==> src/sv/hps_pkg.sv <==
`timescale 1ns / 1ps
`default_nettype none
// ----------------------------------------------------------------------------
// hps_pkg
// Shared types and constants of the host power sequencer.
// ----------------------------------------------------------------------------
package hps_pkg;

    // field and register widths
    localparam int unsigned PhaseW  = 4;
    localparam int unsigned ModeW   = 4;
    localparam int unsigned BlinkW  = 8;
    localparam int unsigned WinW    = 8;
    localparam int unsigned HoldW   = 10;
    localparam int unsigned PulseW  = 8;
    localparam int unsigned CfgIdxW = 2;
    localparam int unsigned CfgW    = 10;

    // sequencer phase codes
    localparam logic [PhaseW-1:0] PH_SETTLE   = 4'd0;
    localparam logic [PhaseW-1:0] PH_START    = 4'd1;
    localparam logic [PhaseW-1:0] PH_WAITUP   = 4'd2;
    localparam logic [PhaseW-1:0] PH_ALIVE    = 4'd3;
    localparam logic [PhaseW-1:0] PH_BOOT     = 4'd4;
    localparam logic [PhaseW-1:0] PH_RUN      = 4'd5;
    localparam logic [PhaseW-1:0] PH_PRE      = 4'd6;
    localparam logic [PhaseW-1:0] PH_SHUTWAIT = 4'd7;
    localparam logic [PhaseW-1:0] PH_PULSE    = 4'd8;
    localparam logic [PhaseW-1:0] PH_LOSS     = 4'd9;
    localparam logic [PhaseW-1:0] PH_SLEEP    = 4'd10;
    localparam logic [PhaseW-1:0] PH_WAKE     = 4'd11;

    // led modes
    localparam logic [ModeW-1:0] LED_OFF        = 4'd0;
    localparam logic [ModeW-1:0] LED_ON         = 4'd1;
    localparam logic [ModeW-1:0] LED_BLINK_FAST = 4'd2;
    localparam logic [ModeW-1:0] LED_BLINK_MID  = 4'd5;
    localparam logic [ModeW-1:0] LED_BLINK_SLOW = 4'd10;

    // configuration register indexes
    localparam logic [CfgIdxW-1:0] CFG_START_WINDOW = 2'd0;
    localparam logic [CfgIdxW-1:0] CFG_OFF_HOLD     = 2'd1;
    localparam logic [CfgIdxW-1:0] CFG_WAKE_HOLD    = 2'd2;
    localparam logic [CfgIdxW-1:0] CFG_PULSE        = 2'd3;

    // configuration reset values
    localparam logic [WinW-1:0]   RST_START_WINDOW = 8'd100;
    localparam logic [HoldW-1:0]  RST_OFF_HOLD     = 10'd500;
    localparam logic [HoldW-1:0]  RST_WAKE_HOLD    = 10'd101;
    localparam logic [PulseW-1:0] RST_PULSE        = 8'd10;

    // one result beat
    typedef struct packed {
        logic host_power_on;
        logic led_on;
        logic shutdown_request;
        logic asleep;
    } t_hps_res;

endpackage
`default_nettype wire

==> src/sv/hps_in_if.sv <==
`timescale 1ns / 1ps
`default_nettype none
// ----------------------------------------------------------------------------
// hps_in_if
// Tick channel into the sequencer: host alive level and switch level.
// ----------------------------------------------------------------------------
interface hps_in_if;
    logic valid;
    logic ready;
    logic host_alive;
    logic switch_off;

    modport source (output valid, output host_alive, output switch_off, input ready);
    modport sink   (input valid, input host_alive, input switch_off, output ready);
endinterface
`default_nettype wire

==> src/sv/hps_out_if.sv <==
`timescale 1ns / 1ps
`default_nettype none
// ----------------------------------------------------------------------------
// hps_out_if
// Result channel out of the sequencer: power, led, shutdown and sleep levels.
// ----------------------------------------------------------------------------
interface hps_out_if;
    logic valid;
    logic ready;
    logic host_power_on;
    logic led_on;
    logic shutdown_request;
    logic asleep;

    modport source (output valid, output host_power_on, output led_on,
                    output shutdown_request, output asleep, input ready);
    modport sink   (input valid, input host_power_on, input led_on,
                    input shutdown_request, input asleep, output ready);
endinterface
`default_nettype wire

==> src/sv/host_power_sequencer_core.sv <==
// result: registered from an accepted tick beat and shown in the cycle after it
// throughput: one tick beat per cycle while the result register is empty or being taken;
//   the phase update is a single pass between the sequencer state registers and the result register
// the input is taken while a result waits, as long as the sink takes it then
// reset: synchronous; settle phase, led off, counters clear, registers default
`timescale 1ns / 1ps
`default_nettype none
// ----------------------------------------------------------------------------
// host_power_sequencer_core
// Host power sequencer advanced by one 10 ms tick per input beat: sleep,
// wake hold, power enable, boot check, run, shutdown request, power loss.
// ----------------------------------------------------------------------------
module host_power_sequencer_core (
    input  wire logic                   i_clk,
    input  wire logic                   i_rst_n,
    input  wire logic                   i_cfg_we,
    input  wire logic [hps_pkg::CfgIdxW-1:0] i_cfg_idx,
    input  wire logic [hps_pkg::CfgW-1:0]    i_cfg_data,
    hps_in_if.sink                      i_in,
    hps_out_if.source                   o_out
);
    import hps_pkg::*;

    // configuration registers
    logic [WinW-1:0]   r_start_window;
    logic [HoldW-1:0]  r_off_hold;
    logic [HoldW-1:0]  r_wake_hold;
    logic [PulseW-1:0] r_pulse;

    // sequencer state
    logic [PhaseW-1:0] r_phase,     n_phase;
    logic [ModeW-1:0]  r_led_mode,  n_led_mode;
    logic [BlinkW-1:0] r_blink_cnt, n_blink_cnt;
    logic              r_led_level, n_led_level;
    logic [WinW-1:0]   r_start_cnt, n_start_cnt;
    logic [HoldW-1:0]  r_hold_cnt,  n_hold_cnt;

    // result register
    logic              r_out_valid;
    t_hps_res          r_res, n_res;

    logic              w_accept;
    logic              w_shut;
    logic [WinW:0]     w_start_nx;

    assign i_in.ready = !r_out_valid || o_out.ready;
    assign w_accept   = i_in.valid && i_in.ready;
    assign w_start_nx = {1'b0, r_start_cnt} + {{WinW{1'b0}}, 1'b1};

    // configuration writes
    always_ff @(posedge i_clk) begin
        if (!i_rst_n) begin
            r_start_window <= RST_START_WINDOW;
            r_off_hold     <= RST_OFF_HOLD;
            r_wake_hold    <= RST_WAKE_HOLD;
            r_pulse        <= RST_PULSE;
        end else if (i_cfg_we) begin
            case (i_cfg_idx)
                CFG_START_WINDOW: r_start_window <= i_cfg_data[WinW-1:0];
                CFG_OFF_HOLD:     r_off_hold     <= i_cfg_data[HoldW-1:0];
                CFG_WAKE_HOLD:    r_wake_hold    <= i_cfg_data[HoldW-1:0];
                CFG_PULSE:        r_pulse        <= i_cfg_data[PulseW-1:0];
                default: ;
            endcase
        end
    end

    // next state for one tick
    always_comb begin
        n_phase     = r_phase;
        n_led_mode  = r_led_mode;
        n_blink_cnt = r_blink_cnt;
        n_led_level = r_led_level;
        n_start_cnt = r_start_cnt;
        n_hold_cnt  = r_hold_cnt;
        w_shut      = 1'b0;

        // unused phase codes fall back to a full power-off
        if (r_phase > PH_WAKE) begin
            n_phase     = PH_SETTLE;
            n_led_mode  = LED_OFF;
            n_led_level = 1'b0;
            n_blink_cnt = '0;
            n_start_cnt = '0;
            n_hold_cnt  = '0;
        end

        // led update in the sequencing phases
        if (n_phase >= PH_START && n_phase <= PH_SHUTWAIT && n_phase != PH_PRE) begin
            if (n_led_mode == LED_OFF) begin
                n_led_level = 1'b0;
            end else if (n_led_mode == LED_ON) begin
                n_led_level = 1'b1;
            end else if (n_blink_cnt >= {{(BlinkW-ModeW){1'b0}}, n_led_mode}) begin
                n_led_level = !n_led_level;
                n_blink_cnt = '0;
            end else begin
                n_blink_cnt = n_blink_cnt + 1'b1;
            end
        end

        // phase logic
        case (n_phase)
            PH_SETTLE: begin
                n_led_level = 1'b0;
                n_hold_cnt  = n_hold_cnt + 1'b1;
                if (n_hold_cnt >= {{(HoldW-PulseW){1'b0}}, r_pulse}) begin
                    n_hold_cnt = '0;
                    n_phase    = PH_SLEEP;
                end
            end
            PH_SLEEP: begin
                n_led_level = 1'b0;
                if (!i_in.switch_off) begin
                    n_phase     = PH_WAKE;
                    n_hold_cnt  = '0;
                    n_led_level = 1'b1;
                end
            end
            PH_WAKE: begin
                n_led_level = 1'b1;
                n_hold_cnt  = n_hold_cnt + 1'b1;
                if (n_hold_cnt >= r_wake_hold) begin
                    n_hold_cnt  = '0;
                    n_phase     = PH_START;
                    n_led_mode  = LED_BLINK_MID;
                    n_blink_cnt = '0;
                end
            end
            PH_START: begin
                n_led_mode = LED_BLINK_FAST;
                n_phase    = PH_WAITUP;
            end
            PH_WAITUP, PH_ALIVE: begin
                if (n_phase == PH_WAITUP) begin
                    if (i_in.host_alive) n_phase = PH_ALIVE;
                end else begin
                    n_led_mode = LED_BLINK_SLOW;
                    if (!i_in.host_alive) begin
                        n_start_cnt = '0;
                        n_phase     = PH_BOOT;
                    end
                end
                // switch off wins and powers down
                if (i_in.switch_off) begin
                    n_phase     = PH_SETTLE;
                    n_led_mode  = LED_OFF;
                    n_led_level = 1'b0;
                    n_blink_cnt = '0;
                    n_start_cnt = '0;
                    n_hold_cnt  = '0;
                end
            end
            PH_BOOT: begin
                if (i_in.host_alive) begin
                    n_phase = PH_RUN;
                end else if (w_start_nx > {1'b0, r_start_window}) begin
                    n_phase     = PH_LOSS;
                    n_led_level = 1'b0;
                    n_hold_cnt  = '0;
                end else begin
                    n_start_cnt = w_start_nx[WinW-1:0];
                end
            end
            PH_RUN: begin
                n_led_mode = LED_ON;
                if (i_in.switch_off) begin
                    n_phase    = PH_PRE;
                    n_hold_cnt = '0;
                end
                // loss of alive wins over switch off
                if (!i_in.host_alive) begin
                    n_phase     = PH_LOSS;
                    n_led_level = 1'b0;
                    n_hold_cnt  = '0;
                end
            end
            PH_PRE: begin
                n_hold_cnt = n_hold_cnt + 1'b1;
                if (n_hold_cnt >= {{(HoldW-PulseW){1'b0}}, r_pulse}) begin
                    n_hold_cnt = '0;
                    n_led_mode = LED_BLINK_SLOW;
                    n_phase    = PH_PULSE;
                    w_shut     = 1'b1;
                end
            end
            PH_PULSE: begin
                w_shut     = 1'b1;
                n_hold_cnt = n_hold_cnt + 1'b1;
                if (n_hold_cnt >= {{(HoldW-PulseW){1'b0}}, r_pulse}) begin
                    n_hold_cnt = '0;
                    n_phase    = PH_SHUTWAIT;
                    w_shut     = 1'b0;
                end
            end
            PH_SHUTWAIT: begin
                if (!i_in.host_alive) begin
                    n_phase     = PH_LOSS;
                    n_led_level = 1'b0;
                    n_hold_cnt  = '0;
                end
            end
            default: begin
                // power loss hold
                n_led_level = 1'b0;
                n_hold_cnt  = n_hold_cnt + 1'b1;
                if (n_hold_cnt >= r_off_hold) begin
                    n_phase     = PH_SETTLE;
                    n_led_mode  = LED_OFF;
                    n_led_level = 1'b0;
                    n_blink_cnt = '0;
                    n_start_cnt = '0;
                    n_hold_cnt  = '0;
                end
            end
        endcase

        // result fields from the state after the tick
        n_res.host_power_on    = (n_phase >= PH_WAITUP) && (n_phase <= PH_PULSE);
        n_res.led_on           = n_led_level;
        n_res.shutdown_request = w_shut;
        n_res.asleep           = (n_phase == PH_SLEEP);
    end

    // state update on an accepted beat
    always_ff @(posedge i_clk) begin
        if (!i_rst_n) begin
            r_phase     <= PH_SETTLE;
            r_led_mode  <= LED_OFF;
            r_blink_cnt <= '0;
            r_led_level <= 1'b0;
            r_start_cnt <= '0;
            r_hold_cnt  <= '0;
        end else if (w_accept) begin
            r_phase     <= n_phase;
            r_led_mode  <= n_led_mode;
            r_blink_cnt <= n_blink_cnt;
            r_led_level <= n_led_level;
            r_start_cnt <= n_start_cnt;
            r_hold_cnt  <= n_hold_cnt;
        end
    end

    // result register valid
    always_ff @(posedge i_clk) begin
        if (!i_rst_n) begin
            r_out_valid <= 1'b0;
        end else if (w_accept) begin
            r_out_valid <= 1'b1;
        end else if (o_out.ready) begin
            r_out_valid <= 1'b0;
        end
    end

    // result payload
    always_ff @(posedge i_clk) begin
        if (w_accept) begin
            r_res <= n_res;
        end
    end

    assign o_out.valid            = r_out_valid;
    assign o_out.host_power_on    = r_res.host_power_on;
    assign o_out.led_on           = r_res.led_on;
    assign o_out.shutdown_request = r_res.shutdown_request;
    assign o_out.asleep           = r_res.asleep;

    // a shutdown request only goes out with host power enabled
    a_shut_needs_power: assert property (@(posedge i_clk) disable iff (!i_rst_n)
        (r_out_valid && r_res.shutdown_request) |-> r_res.host_power_on)
        else $error("shutdown request without host power");

    // while asleep power and led are off
    a_sleep_dark: assert property (@(posedge i_clk) disable iff (!i_rst_n)
        (r_out_valid && r_res.asleep) |-> (!r_res.host_power_on && !r_res.led_on))
        else $error("asleep with power or led on");

    // the hold counter is idle while sleeping
    a_sleep_hold_clear: assert property (@(posedge i_clk) disable iff (!i_rst_n)
        (r_phase == PH_SLEEP) |-> (r_hold_cnt == '0))
        else $error("hold count running in sleep");

    // a stalled result blocks new input beats
    a_stall_blocks_input: assert property (@(posedge i_clk) disable iff (!i_rst_n)
        (r_out_valid && !o_out.ready) |-> !i_in.ready)
        else $error("input taken while result stalled");

    // no state change without an accepted beat
    a_state_holds: assert property (@(posedge i_clk) disable iff (!i_rst_n)
        (!w_accept) |=> $stable(r_phase))
        else $error("phase changed without a beat");

endmodule
`default_nettype wire

==> src/flat_wrapper.sv <==
// flat-port wrapper written by rule: the top's interface ports become plain ports
module host_power_sequencer_core_flat import hps_pkg::*;
  (i_clk, i_rst_n, i_cfg_we, i_cfg_idx, i_cfg_data, i_in_valid, i_in_host_alive, i_in_switch_off, i_in_ready, o_out_valid, o_out_host_power_on, o_out_led_on, o_out_shutdown_request, o_out_asleep, o_out_ready);
  hps_in_if i_in_i ();
  hps_out_if o_out_i ();
  input  wire logic i_clk;
  input  wire logic i_rst_n;
  input  wire logic i_cfg_we;
  input  wire logic [hps_pkg::CfgIdxW-1:0] i_cfg_idx;
  input  wire logic [hps_pkg::CfgW-1:0] i_cfg_data;
  input wire logic [$bits(i_in_i.valid)-1:0] i_in_valid;
  input wire logic [$bits(i_in_i.host_alive)-1:0] i_in_host_alive;
  input wire logic [$bits(i_in_i.switch_off)-1:0] i_in_switch_off;
  output wire logic [$bits(i_in_i.ready)-1:0] i_in_ready;
  output wire logic [$bits(o_out_i.valid)-1:0] o_out_valid;
  output wire logic [$bits(o_out_i.host_power_on)-1:0] o_out_host_power_on;
  output wire logic [$bits(o_out_i.led_on)-1:0] o_out_led_on;
  output wire logic [$bits(o_out_i.shutdown_request)-1:0] o_out_shutdown_request;
  output wire logic [$bits(o_out_i.asleep)-1:0] o_out_asleep;
  input wire logic [$bits(o_out_i.ready)-1:0] o_out_ready;
  assign i_in_i.valid = i_in_valid;
  assign i_in_i.host_alive = i_in_host_alive;
  assign i_in_i.switch_off = i_in_switch_off;
  assign i_in_ready = i_in_i.ready;
  assign o_out_valid = o_out_i.valid;
  assign o_out_host_power_on = o_out_i.host_power_on;
  assign o_out_led_on = o_out_i.led_on;
  assign o_out_shutdown_request = o_out_i.shutdown_request;
  assign o_out_asleep = o_out_i.asleep;
  assign o_out_i.ready = o_out_ready;
  host_power_sequencer_core u_core (.i_clk(i_clk), .i_rst_n(i_rst_n), .i_cfg_we(i_cfg_we), .i_cfg_idx(i_cfg_idx), .i_cfg_data(i_cfg_data), .i_in(i_in_i), .o_out(o_out_i));
endmodule
==> config.mk <==
export PLATFORM = sky130hd
export DESIGN_NAME = host_power_sequencer_core_flat
export DESIGN_NICKNAME = d
export VERILOG_FILES = /design/src/sv/hps_pkg.sv /design/src/sv/hps_in_if.sv /design/src/sv/hps_out_if.sv /design/src/sv/host_power_sequencer_core.sv /design/src/flat_wrapper.sv
export SDC_FILE = /design/constraint.sdc
export NUM_CORES = 1
export LEC_CHECK = 0
export BUFFER_PORTS_ARGS = -buffer_cell sky130_fd_sc_hd__buf_2
export CAP_MARGIN = 20
export CORE_ASPECT_RATIO = 0.75
export CORE_MARGIN = 2
export CORE_UTILIZATION = 56
export DETAILED_ROUTE_END_ITERATION = 8
export PLACE_DENSITY = 0.76
export SLEW_MARGIN = 10
export SYNTH_ARGS = -nofsm -noshare
export SYNTH_HDL_FRONTEND = slang
export SYNTH_SLANG_ARGS = --single-unit
==> constraint.sdc <==
create_clock -name i_clk -period 4.3 [get_ports i_clk]
set_input_delay 0.215 -clock i_clk [delete_from_list [all_inputs] [get_ports i_clk]]
set_output_delay 0.215 -clock i_clk [all_outputs]
set_load 0.05 [all_outputs]
==> results of run 1 <==
[what timing repair did]
item	in CTS	in global routing
resized for setup	0	8
endpoints found under the setup margin	0	13
buffers inserted	0	1
[state kept, by name (all words and copies together), names as in the netlist]
register	count
u_core.o_out.asleep	1
u_core.o_out.host_power_on	1
u_core.o_out.led_on	1
u_core.o_out.shutdown_request	1
u_core.o_out.valid	1
u_core.r_blink_cnt	8
u_core.r_hold_cnt	10
u_core.r_led_level	1
u_core.r_led_mode	4
u_core.r_off_hold	10
u_core.r_phase	4
u_core.r_pulse	8
u_core.r_start_cnt	8
u_core.r_start_window	8
u_core.r_wake_hold	10
[layout by cell type (no fill, tap or decap), types with 6 or more instances in the layout]
cell type / count
nand2_1: 100
dfxtp_1: 72
inv_1: 54
a21oi_1: 49
ha_1: 46
nor2_1: 39
nand3_1: 25
buf_2: 24
o21ai_0: 23
o211ai_1: 20
a211oi_1: 13
a22o_1: 13
buf_4: 11
nor2b_1: 10
nand4_1: 10
nor3_1: 9
clkbuf_16: 9
nand2b_1: 8
a31oi_1: 8
o21a_1: 7
xor2_1: 7
xnor2_1: 7
and2_1: 6
and3_1: 6
or3_1: 6
[through the flow]
step	instances	setup slack [ns]
final	775	0.182
after global routing	775	0.00236
after floorplan	646	0.0358
after CTS	774	0.147
after global placement	758	0.351
after detailed placement	758	0.185
[power by group through the flow]
stage	sequential, uW	combinational (uW)	clock, uW
2_1_floorplan	798	278	0
3_3_place_gp	783	401	0
3_5_place_dp	784	408	0
4_1_cts	769	412	707
5_1_grt	773	464	741
6_report	770	423	700
[cells by family (layout without fill, tap and decap cells)]
kind of cell | after synthesis | count (layout) | share of synthesized area, %
DFF | 76 | 76 | 31.2
AOI/OAI and AO/OA | 171 | 171 | 23.5
adders and majority gates | 48 | 48 | 12.0
and+or+nand+nor | 246 | 246 | 23.3
muxes | 5 | 5 | 1.00
buffers and inverters | 85 | 106 | 6.41
xor gates and xnor gates | 15 | 15 | 2.63
[synth_stat cells (8+ instances only)]
master | instances | area share, %
inv_1 | 54 | 4.1
o211ai_1 | 20 | 3.0
dfxtp_1 | 72 | 29
a31oi_1 | 8 | 1.0
nand3_1 | 25 | 2.5
a211oi_1 | 13 | 2.0
a21oi_1 | 49 | 4.9
nor2b_1 | 11 | 1.4
clkbuf_1 | 28 | 2.1
nor2_1 | 42 | 3.2
nand4_1 | 10 | 1.3
a22o_1 | 13 | 2.3
nand2_1 | 100 | 7.5
nand2b_1 | 8 | 1.0
o21ai_0 | 23 | 2.3
ha_1 | 47 | 12
nor3_1 | 10 | 1.0
xnor2_1 | 8 | 1.4
[routing by layer]
layer / vias to the layer above / GRT usage (%) / part of all wire, %
met4: 0 / 10.2 / 1.8
met2: 209 / 44.1 / 44
met3: 33 / 5.02 / 8.1
met1: 2276 / 40.7 / 46
li1: 2332 / - / -
met5: - / 0 / 0
[worst reg2reg max path, delay by kind of cell (launching register included)]
kind | cells | cell delay (ns)
AO/OA/AOI/OAI | 3 | 0.60
flip-flops | 1 | 0.34
AND/OR/NAND/NOR | 9 | 1.99
buffers and inverters | 1 | 0.18
adder cells (fa/ha/maj) | 3 | 0.78
XOR/XNOR | 1 | 0.13
[cell type report]
| class | count | area (sq um) |
|---|---|---|
| Multi-Input combinational cell | 485 | 3150 |
| Fill cell | 775 | 3040 |
| Sequential cell | 76 | 1560 |
| Clock buffer | 11 | 243 |
| Inverter | 55 | 206 |
| Timing Repair Buffer | 35 | 203 |
| Tap cell | 108 | 135 |
| Clock inverter | 5 | 26.3 |
[worst paths after layout]
check             slack, ns                                from                            endpoint
setup / recovery       0.18      u_core.r_phase[2]$_SDFFE_PN0P_  u_core.r_blink_cnt[3]$_SDFFE_PN0P_
hold / removal         0.12                          i_in_valid     u_core.o_out.valid$_SDFFE_PN0P_
setup reg to reg       0.18      u_core.r_phase[2]$_SDFFE_PN0P_  u_core.r_blink_cnt[3]$_SDFFE_PN0P_
hold reg to reg        0.42  u_core.r_blink_cnt[6]$_SDFFE_PN0P_  u_core.r_blink_cnt[6]$_SDFFE_PN0P_
==> results by stage, run 1 <==
Global route:
- The number of global-route vias before repair is 4471.
- The number of antenna violations at the first check in global routing is 0.
- The remaining global-route overflow is 0.
- The first-pass GRT wire length is 22100 um.
- Across every metal layer, demand over resource in global routing totals 28.7%.
- The pin count of the biggest net entering global routing is 28.

Clocking:
- The root buffer cell chosen for the clock tree is clkbuf_16.
- The buffer depth of the longest clock path is 2.
- The number of sinks handled by clock tree synthesis is 76.
- Clock-pin slew was measured on the worst setup and hold paths at 0.06 ns.
- In this run, CTS created clock tree buffers numbering 9.
- For the worst-skew pair, the clock arrives at the later sink with an insertion delay of 0.34 ns.
- The TritonCTS clock tree is done.
- In this run the number of H-tree levels came out at 3.
- The number of hold buffers added after CTS was 0.

STA:
- The final number of hold-violating endpoints is 0.
- The worst hold margin is 0.122 ns.
- On the final layout, the worst clock skew is 0.00624 ns.
- Of the available clock period, the critical path in the final layout requires 95.8%.
- For the pin with the worst max-slew slack, the measured transition is 0.846 ns.
- Counting I/O delays and the setup requirement, the final critical path takes 4.12 ns.
- For this run, the top clock speed supported by timing is 243 MHz.
- The final number of max-transition violations was 0.
- Setup violations remaining at the end of the flow were counted as 0.
- The tightest slew margin relative to the limit is 43.4%.
- Setup repair after global routing left no endpoint under its margin.
- For the final routed database, the setup TNS stands at 0 ns.

Final layout:
- Of the cells placed in the final design, the portion with a size suffix greater than 1 is 10.5%.
- With fillers left out, the area of the finished cells amounts to 5520 sq um.
- The core occupancy in the finished layout is 64.5%.
- The number of antenna diodes in the final layout is 0.
- The layout net count is 728.
- The post-synthesis to final-layout area growth is 10.4%.

Logic synthesis:
- Summing the sequential cell areas from Yosys gives 31.2% of the chip area.
- The flip-flop cell with the highest count after synthesis is dfxtp_1.
- Counting flops with an async set or reset pin after synthesis yields a share of 0%.
- In this run the mean area of a mapped cell was 7.74 sq um.
- The area of the mapped netlist is 5000 sq um.
- The net count after synthesis is 712.
- The flip-flop and latch count after synthesis is 76.
- The synthesized netlist contains 64 unique library cells.
- The synthesized design contains 4 enable-type register cells.
- The instance count of the mapped netlist is 646.
- For this run, the number of Yosys warnings is 0.

Floorplan:
- The vertical die dimension is 85.8 um.
- In this run the count of I/O pins placed on the die edge is 25.
- The die boundary width is 113 um.
- The initial core utilization is 58.4%.
- Row generation in the floorplan step produced 29 rows.
- The floorplan die area is 9710 sq um.
- The core area is 8560 sq um.

Critical path:
- On the critical path the largest part of the delay comes from simple AND/OR/NAND/NOR gates.
- The largest fanout of any net on the critical path is 8.
- The kind of end point of the critical path is a flip-flop.
- STA puts the critical path data required time at 4.56 ns.
- The count of buffering cells on the critical path with inverters included is 1.
- In this design, the stage delay of the slowest critical-path cell is 0.38 ns.
- Data arrives at the worst endpoint at 4.38 ns.
- For this design, the slowest cell found on the critical path is or3_4.
- The critical setup path kind is flip-flop to flip-flop.
- The signal on the critical path passes through ha_1 -> buf_4 -> nor2b_1 -> ha_2 -> and3_1 -> and2_4 -> xnor2_1 -> nor2_2 -> ha_1 -> o21ai_1 -> nor2b_1 -> nor2_1 -> or3_4 -> a22o_4 -> or3_1 -> or3_1 -> a31oi_1.
- The worst setup path is launched from a flip-flop.
- The worst-case reg-to-reg path depth is 17.
- The critical path runs through a total of 17 cells.

Pwr:
- The static leakage is 0.00238 uW.
- Of the total power, the share spent switching nets is 31.3%.
- For this design the ratio of total power to cell area is 343 nW/um^2.
- Combinational logic burns 22.3% of the power.
- The worst-case vdd ir drop is 0.186 mV.
- The clock power share is 37.0%.
- Summed over all nets, the switching power comes to 592 uW.
- The design draws 1890 uW.
- The internal power of the cells is 1300 uW.
- The proportion of power drawn by flip-flops and latches is 40.7%.

Placed design:
- Routability-driven placement finished with a final weighted congestion of 0.974.
- The count of buffers added on input and output ports is 24.
- The placed cell area is 5220 sq um.
- The estimated wirelength of the detail-placed design is 10100 um.

Routing:
- For this block, the routed nets add up to 13600 um of wire.
- For this run, design rule violations remaining after detail routing come to 1.
- The final route contains 4850 vias.
- The number of optimization iterations in the first detailed-route pass is 8.
- The per-cell via count in the routed design is 6.26.
- The average wire length per cell after detail routing is 17.5 um.
- The count of antenna-violating nets left after detailed routing is 0.
- The detailed router finished its first iteration with 508 violations.

Run:
- The number of maximum-capacitance constraint violations is 0.

Worst hold path:
- The worst hold path was traced through 3 stages.
- In this run the worst hold path is classified as primary input to flip-flop.

Outcome:
- The run finished, with violations left.
- The checks that failed: design-rule violations.
(Power assumes the default switching activity.)
==> run 2: changes to the inputs <==
--- a/config.mk
+++ b/config.mk
@@ -5,14 +5,16 @@
 export SDC_FILE = /design/constraint.sdc
 export NUM_CORES = 1
 export LEC_CHECK = 0
+export ABC_AREA = 1
 export BUFFER_PORTS_ARGS = -buffer_cell sky130_fd_sc_hd__buf_2
 export CAP_MARGIN = 20
 export CORE_ASPECT_RATIO = 0.75
 export CORE_MARGIN = 2
-export CORE_UTILIZATION = 56
+export CORE_UTILIZATION = 57
 export DETAILED_ROUTE_END_ITERATION = 8
-export PLACE_DENSITY = 0.76
-export SLEW_MARGIN = 10
+export GPL_TIMING_DRIVEN = 0
+export PLACE_DENSITY = 0.77
+export SLEW_MARGIN = 20
 export SYNTH_ARGS = -nofsm -noshare
 export SYNTH_HDL_FRONTEND = slang
 export SYNTH_SLANG_ARGS = --single-unit
==> run 2 against run 1 <==
Against the previous run: the flow now finishes without violations; fmax up 2.5%; sequential share of layout area down 4.5 points; sequential cell count unchanged; cell count up 42%; register-to-register slack better by 0.10 ns; synthesized cell count up 43%; die area up 15%; clock power up 9.6%; critical path type unchanged; critical endpoint is now u_core.r_blink_cnt[7]$_SDFFE_PN0P_; largest cell class unchanged.
==> results by stage, run 2 <==
Outcome:
- The flow ran to the end, and the final reports show no timing, DRC or antenna violations.

STA:
- The maximum operating frequency came to 249 MHz (+2.5%).
- The final cycle utilization of the critical path is 93.5% (-2.3 points).
- The minimum period implied by the final worst setup slack came to 4.02 ns (-0.0997 ns).
- The final number of hold-violating endpoints came to 0 (unchanged).
- The final number of max-transition violations is 0 (unchanged).
- The worst hold margin came to 0.104 ns (-0.0174 ns).
- The largest clock skew in the final design was 0.00573 ns (-0.000517 ns).
- The actual slew at the worst max-slew pin is 0.885 ns (+0.0395 ns).
- The tightest slew margin relative to the limit is 41.0% (-2.4 points).
- The setup-violating endpoint count in the final report is 0 (unchanged).

Critical path:
- The worst-case reg-to-reg path depth is 17 (unchanged).
- The reg-to-reg endpoint is u_core.r_blink_cnt[7]$_SDFFE_PN0P_.
- The worst register-to-register path begins at u_core.r_phase[3]$_SDFFE_PN0P_.
- The worst setup path is captured at a flip-flop.
- The critical setup path kind is flip-flop to flip-flop.
- The required time at the worst-slack endpoint is 4.58 ns (+0.02 ns).
- The largest fanout of any net on the critical path was 8 (unchanged).
- The signal arrival time at the worst endpoint is 4.30 ns (-0.08 ns).
- The setup slack of the worst register-to-register path is 0.28 ns (+0.10 ns).
- The kind of start point of the critical path is a flip-flop.

Placed design:
- The number of buffers inserted by port buffering is 24 (unchanged).
- The placed cell area is 6200 sq um (+19%).
- The last weighted congestion value of the routability-driven placer was 0.968 (-0.64%).
- The estimated wirelength of the detail-placed design came to 12900 um (+28%).

Worst hold path:
- The worst hold path depth came to 3 (unchanged).
- The worst hold path terminates at u_core.r_off_hold[8]$_SDFFE_PN1P_.
- The type of the worst min-delay path is primary input to flip-flop.
- The worst hold path begins at i_cfg_data[8].

Final layout:
- Leaving out fill and tap cells, the most frequent cells in the layout are 204 x nand2_1, 143 x inv_1, 91 x a21oi_1, 78 x nor2_1, 72 x dfxtp_1.
- The number of antenna repair diodes was 0 (unchanged).
- The design area is 6560 sq um (+19%).
- The layout net count is 1026 (+41%).
- In the final layout, the registers with the most flip-flops are u_core.r_hold_cnt (10), u_core.r_off_hold (10), u_core.r_wake_hold (10).
- Leaving out fill and tap cells, the most frequent cell in the layout is nand2_1.
- The post-synthesis to final-layout area growth is 11.0%.
- The number of fillers in the final layout came to 972 (+25%).
- The share of layout cells above drive strength 1 is 9.95% (-0.55 points).

Logic synthesis:
- The post-synthesis async set-or-reset flop share is 0% (unchanged).
- The area share of the largest cell type after synthesis is 24.4% (-4.4 points).
- The instance count of the mapped netlist is 921 (+43%).
- The mean instance size in the synthesized netlist came to 6.41 sq um (-17%).
- By area the synthesized netlist is led by dfxtp_1 24%, nand2_1 13%, ha_1 10%.
- Sorting the synthesized cells by how often they occur yields 204 x nand2_1, 144 x inv_1, 92 x a21oi_1, 78 x nor2_1, 72 x dfxtp_1.
- The cell with the most instances after synthesis is nand2_1.
- The count of flip-flops with a built-in enable after synthesis is 4 (unchanged).
- The biggest area consumer among synthesized cells is dfxtp_1.
- The flip-flop and latch count after synthesis is 76 (unchanged).
- The number of distinct library cells after synthesis was 44 (-31%).
- The area of the mapped netlist is 5910 sq um (+18%).
- The number of warnings reported in the yosys synthesis log is 0 (unchanged).
- The sequential cell area fraction in the yosys report is 26.4% (-4.8 points).
- The net count after synthesis came to 987 (+39%).
- The most used flip-flop cell after synthesis is dfxtp_1.

Routing:
- The via count is 6172 (+27%).
- The remaining design rule violation count was 0 (-1).
- The number of optimization iterations in the first detailed-route pass is 6 (-2).
- The average wire length per cell after detail routing is 15.7 um (-11%).
- The count of antenna-violating nets left after detailed routing is 0 (unchanged).
- The per-cell via count in the routed design came to 5.61 (-10%).
- The total detailed-routing wirelength is 17300 um (+27%).
- The violation count after the first detailed-route iteration came to 756 (+49%).

Clocking:
- The number of sinks handled by clock tree synthesis was 76 (unchanged).
- CTS placed an instance of clkbuf_16 at the clock tree root.
- The number of hold-repair buffers added at the cts stage is 0 (unchanged).
- The H-tree depth reported by CTS was 3 (unchanged).
- The buffer depth of the longest clock path is 2 (unchanged).
- TritonCTS built the clock tree.
- The clock network latency to the later pin of the worst-skew pair was 0.35 ns (about the same).
- The number of clock buffers inserted by TritonCTS is 9 (unchanged).
- The CTS clock-pin slew for the worst setup and hold paths is 0.07 ns (about the same).

Floorplan:
- The count of boundary I/O pins was 25 (unchanged).
- The placement row count came to 32 (+10%).
- The initial core utilization is 58.1% (-0.29 points).
- The vertical die dimension is 92.2 um (+7.4%).
- The die boundary width is 122 um (+7.5%).
- The core area is 10200 sq um (+19%).
- The floorplan die area is 11200 sq um (+15%).

Pwr:
- The static leakage came to 0.00323 uW (+35%).
- The power density normalized to cell area is 444 nW/um^2 (+30%).
- The worst-case vdd ir drop is 0.242 mV (+30%).

Global route:
- The overall track demand over capacity in global routing was 32.1% (+3.5 points).
- The pin count of the biggest net entering global routing is 20 (-29%).
- The first-pass GRT wire length is 28000 um (+27%).
- The remaining global-route overflow is 0 (unchanged).
- The number of antenna violations at the first check in global routing is 0 (unchanged).
- The number of global-route vias before repair is 5418 (+21%).

Run:
- The number of maximum-capacitance constraint violations is 0 (unchanged).
==> run 2: changes by cell type after synthesis, sizes merged, moves of 8 or more <==
cell    previous run  this run
nor2b             11         0
nor2              42        90
inv               54       153
nand4             10        19
a211oi            14         0
nand3             25        71
nand2b             8         0
a21oi             49        92
a22o              14         0
or3                8         0
nand2            100       214
o21ai             24        62
==> run 2: where the power goes <==
part / internal (uW) / switching [uW] / total (uW)
sequential: 786 / 47.7 / 834
combinational: 414 / 899 / 1310
clock: 406 / 361 / 767
total: 1610 / 1310 / 2910
==> run 2: area by class of cell <==
class,count,area [sq um],area share (%)
Inverter,155,584,8.91
Buffer,25,116,1.77
Clock buffer,9,225,3.43
Timing Repair Buffer,29,158,2.40
Clock inverter,7,63.8,0.973
Sequential cell,76,1560,23.8
Multi-Input combinational cell,664,3680,56.1
Tap cell,136,170,2.59
==> run 2: cells by family (layout without fill, tap and decap cells) <==
logic type | count (synthesis) | count (layout) | synth area share, %
adder cells (fa/ha/maj) | 47 | 47 | 9.95
AO/OA/AOI/OAI | 186 | 186 | 17.2
buffers and inverters | 181 | 225 | 11.9
flip-flops | 76 | 76 | 26.4
XOR/XNOR | 15 | 15 | 2.22
AND/OR/NAND/NOR | 416 | 416 | 32.3
==> run 2: metrics by stage <==
| stage | cells | util [%] | worst slack, ns | power, uW | TNS (ns) |
|---|---|---|---|---|---|
| 6_report | 1101 | 64.5 | 0.281 | 2910 | 0 |
| 3_3_place_gp | 1081 | 60.9 | -0.576 | 2080 | -9.55 |
| 5_1_grt | 1101 | 64.5 | -0.0000338 | 3090 | -0.0000338 |
| 2_1_floorplan | 921 | - | 0.671 | 1780 | 0 |
| 4_1_cts | 1096 | 63.9 | 0.0211 | 2860 | 0 |
| 3_5_place_dp | 1081 | 60.9 | -0.577 | 2090 | -9.41 |
==> run 2: worst max-delay path by stage <==
stage / startpoint / endpoint / depth (start not counted)
floorplan: u_core.r_phase[3]$_SDFFE_PN0P_ / u_core.o_out.host_power_on$_DFFE_PP_ / 23
global placement: u_core.r_phase[3]$_SDFFE_PN0P_ / u_core.r_start_cnt[3]$_SDFFE_PN0P_ / 19
detailed placement: u_core.r_phase[3]$_SDFFE_PN0P_ / u_core.r_start_cnt[3]$_SDFFE_PN0P_ / 19
CTS: u_core.r_phase[3]$_SDFFE_PN0P_ / u_core.r_start_cnt[3]$_SDFFE_PN0P_ / 19
global route: u_core.r_phase[3]$_SDFFE_PN0P_ / u_core.o_out.host_power_on$_DFFE_PP_ / 20
finish: u_core.r_phase[3]$_SDFFE_PN0P_ / u_core.r_blink_cnt[7]$_SDFFE_PN0P_ / 17
==> run 2: repair_timing <==
item                                    4_1_cts  5_1_grt
endpoints found under the setup margin       35       31
gates cloned                                  0        0
resized for setup                             3        4
buffers inserted                              0        5
pin swaps                                     0        2
==> run 2: critical path, stage by stage (launching register included) <==
cell	delay, ns
dfxtp_1	0.47
ha_1	0.46
inv_4	0.13
nand2_1	0.17
inv_2	0.13
nand2_1	0.15
nor2_1	0.07
xor2_1	0.53
ha_1	0.36
nand2_1	0.08
a21oi_1	0.06
nor2_1	0.11
nand4_1	0.21
nor2_1	0.21
inv_2	0.12
a22oi_2	0.42
nand3_1	0.14
a21oi_1	0.14
==> run 2: metal layers <==
metal	global-route usage (%)	vias to the layer above	wire length [um]
li1	-	3096	-
met1	49.9	2696	8410
met2	44.1	352	6620
met3	7.15	28	1930
met4	8.14	0	329
met5	0	-	0
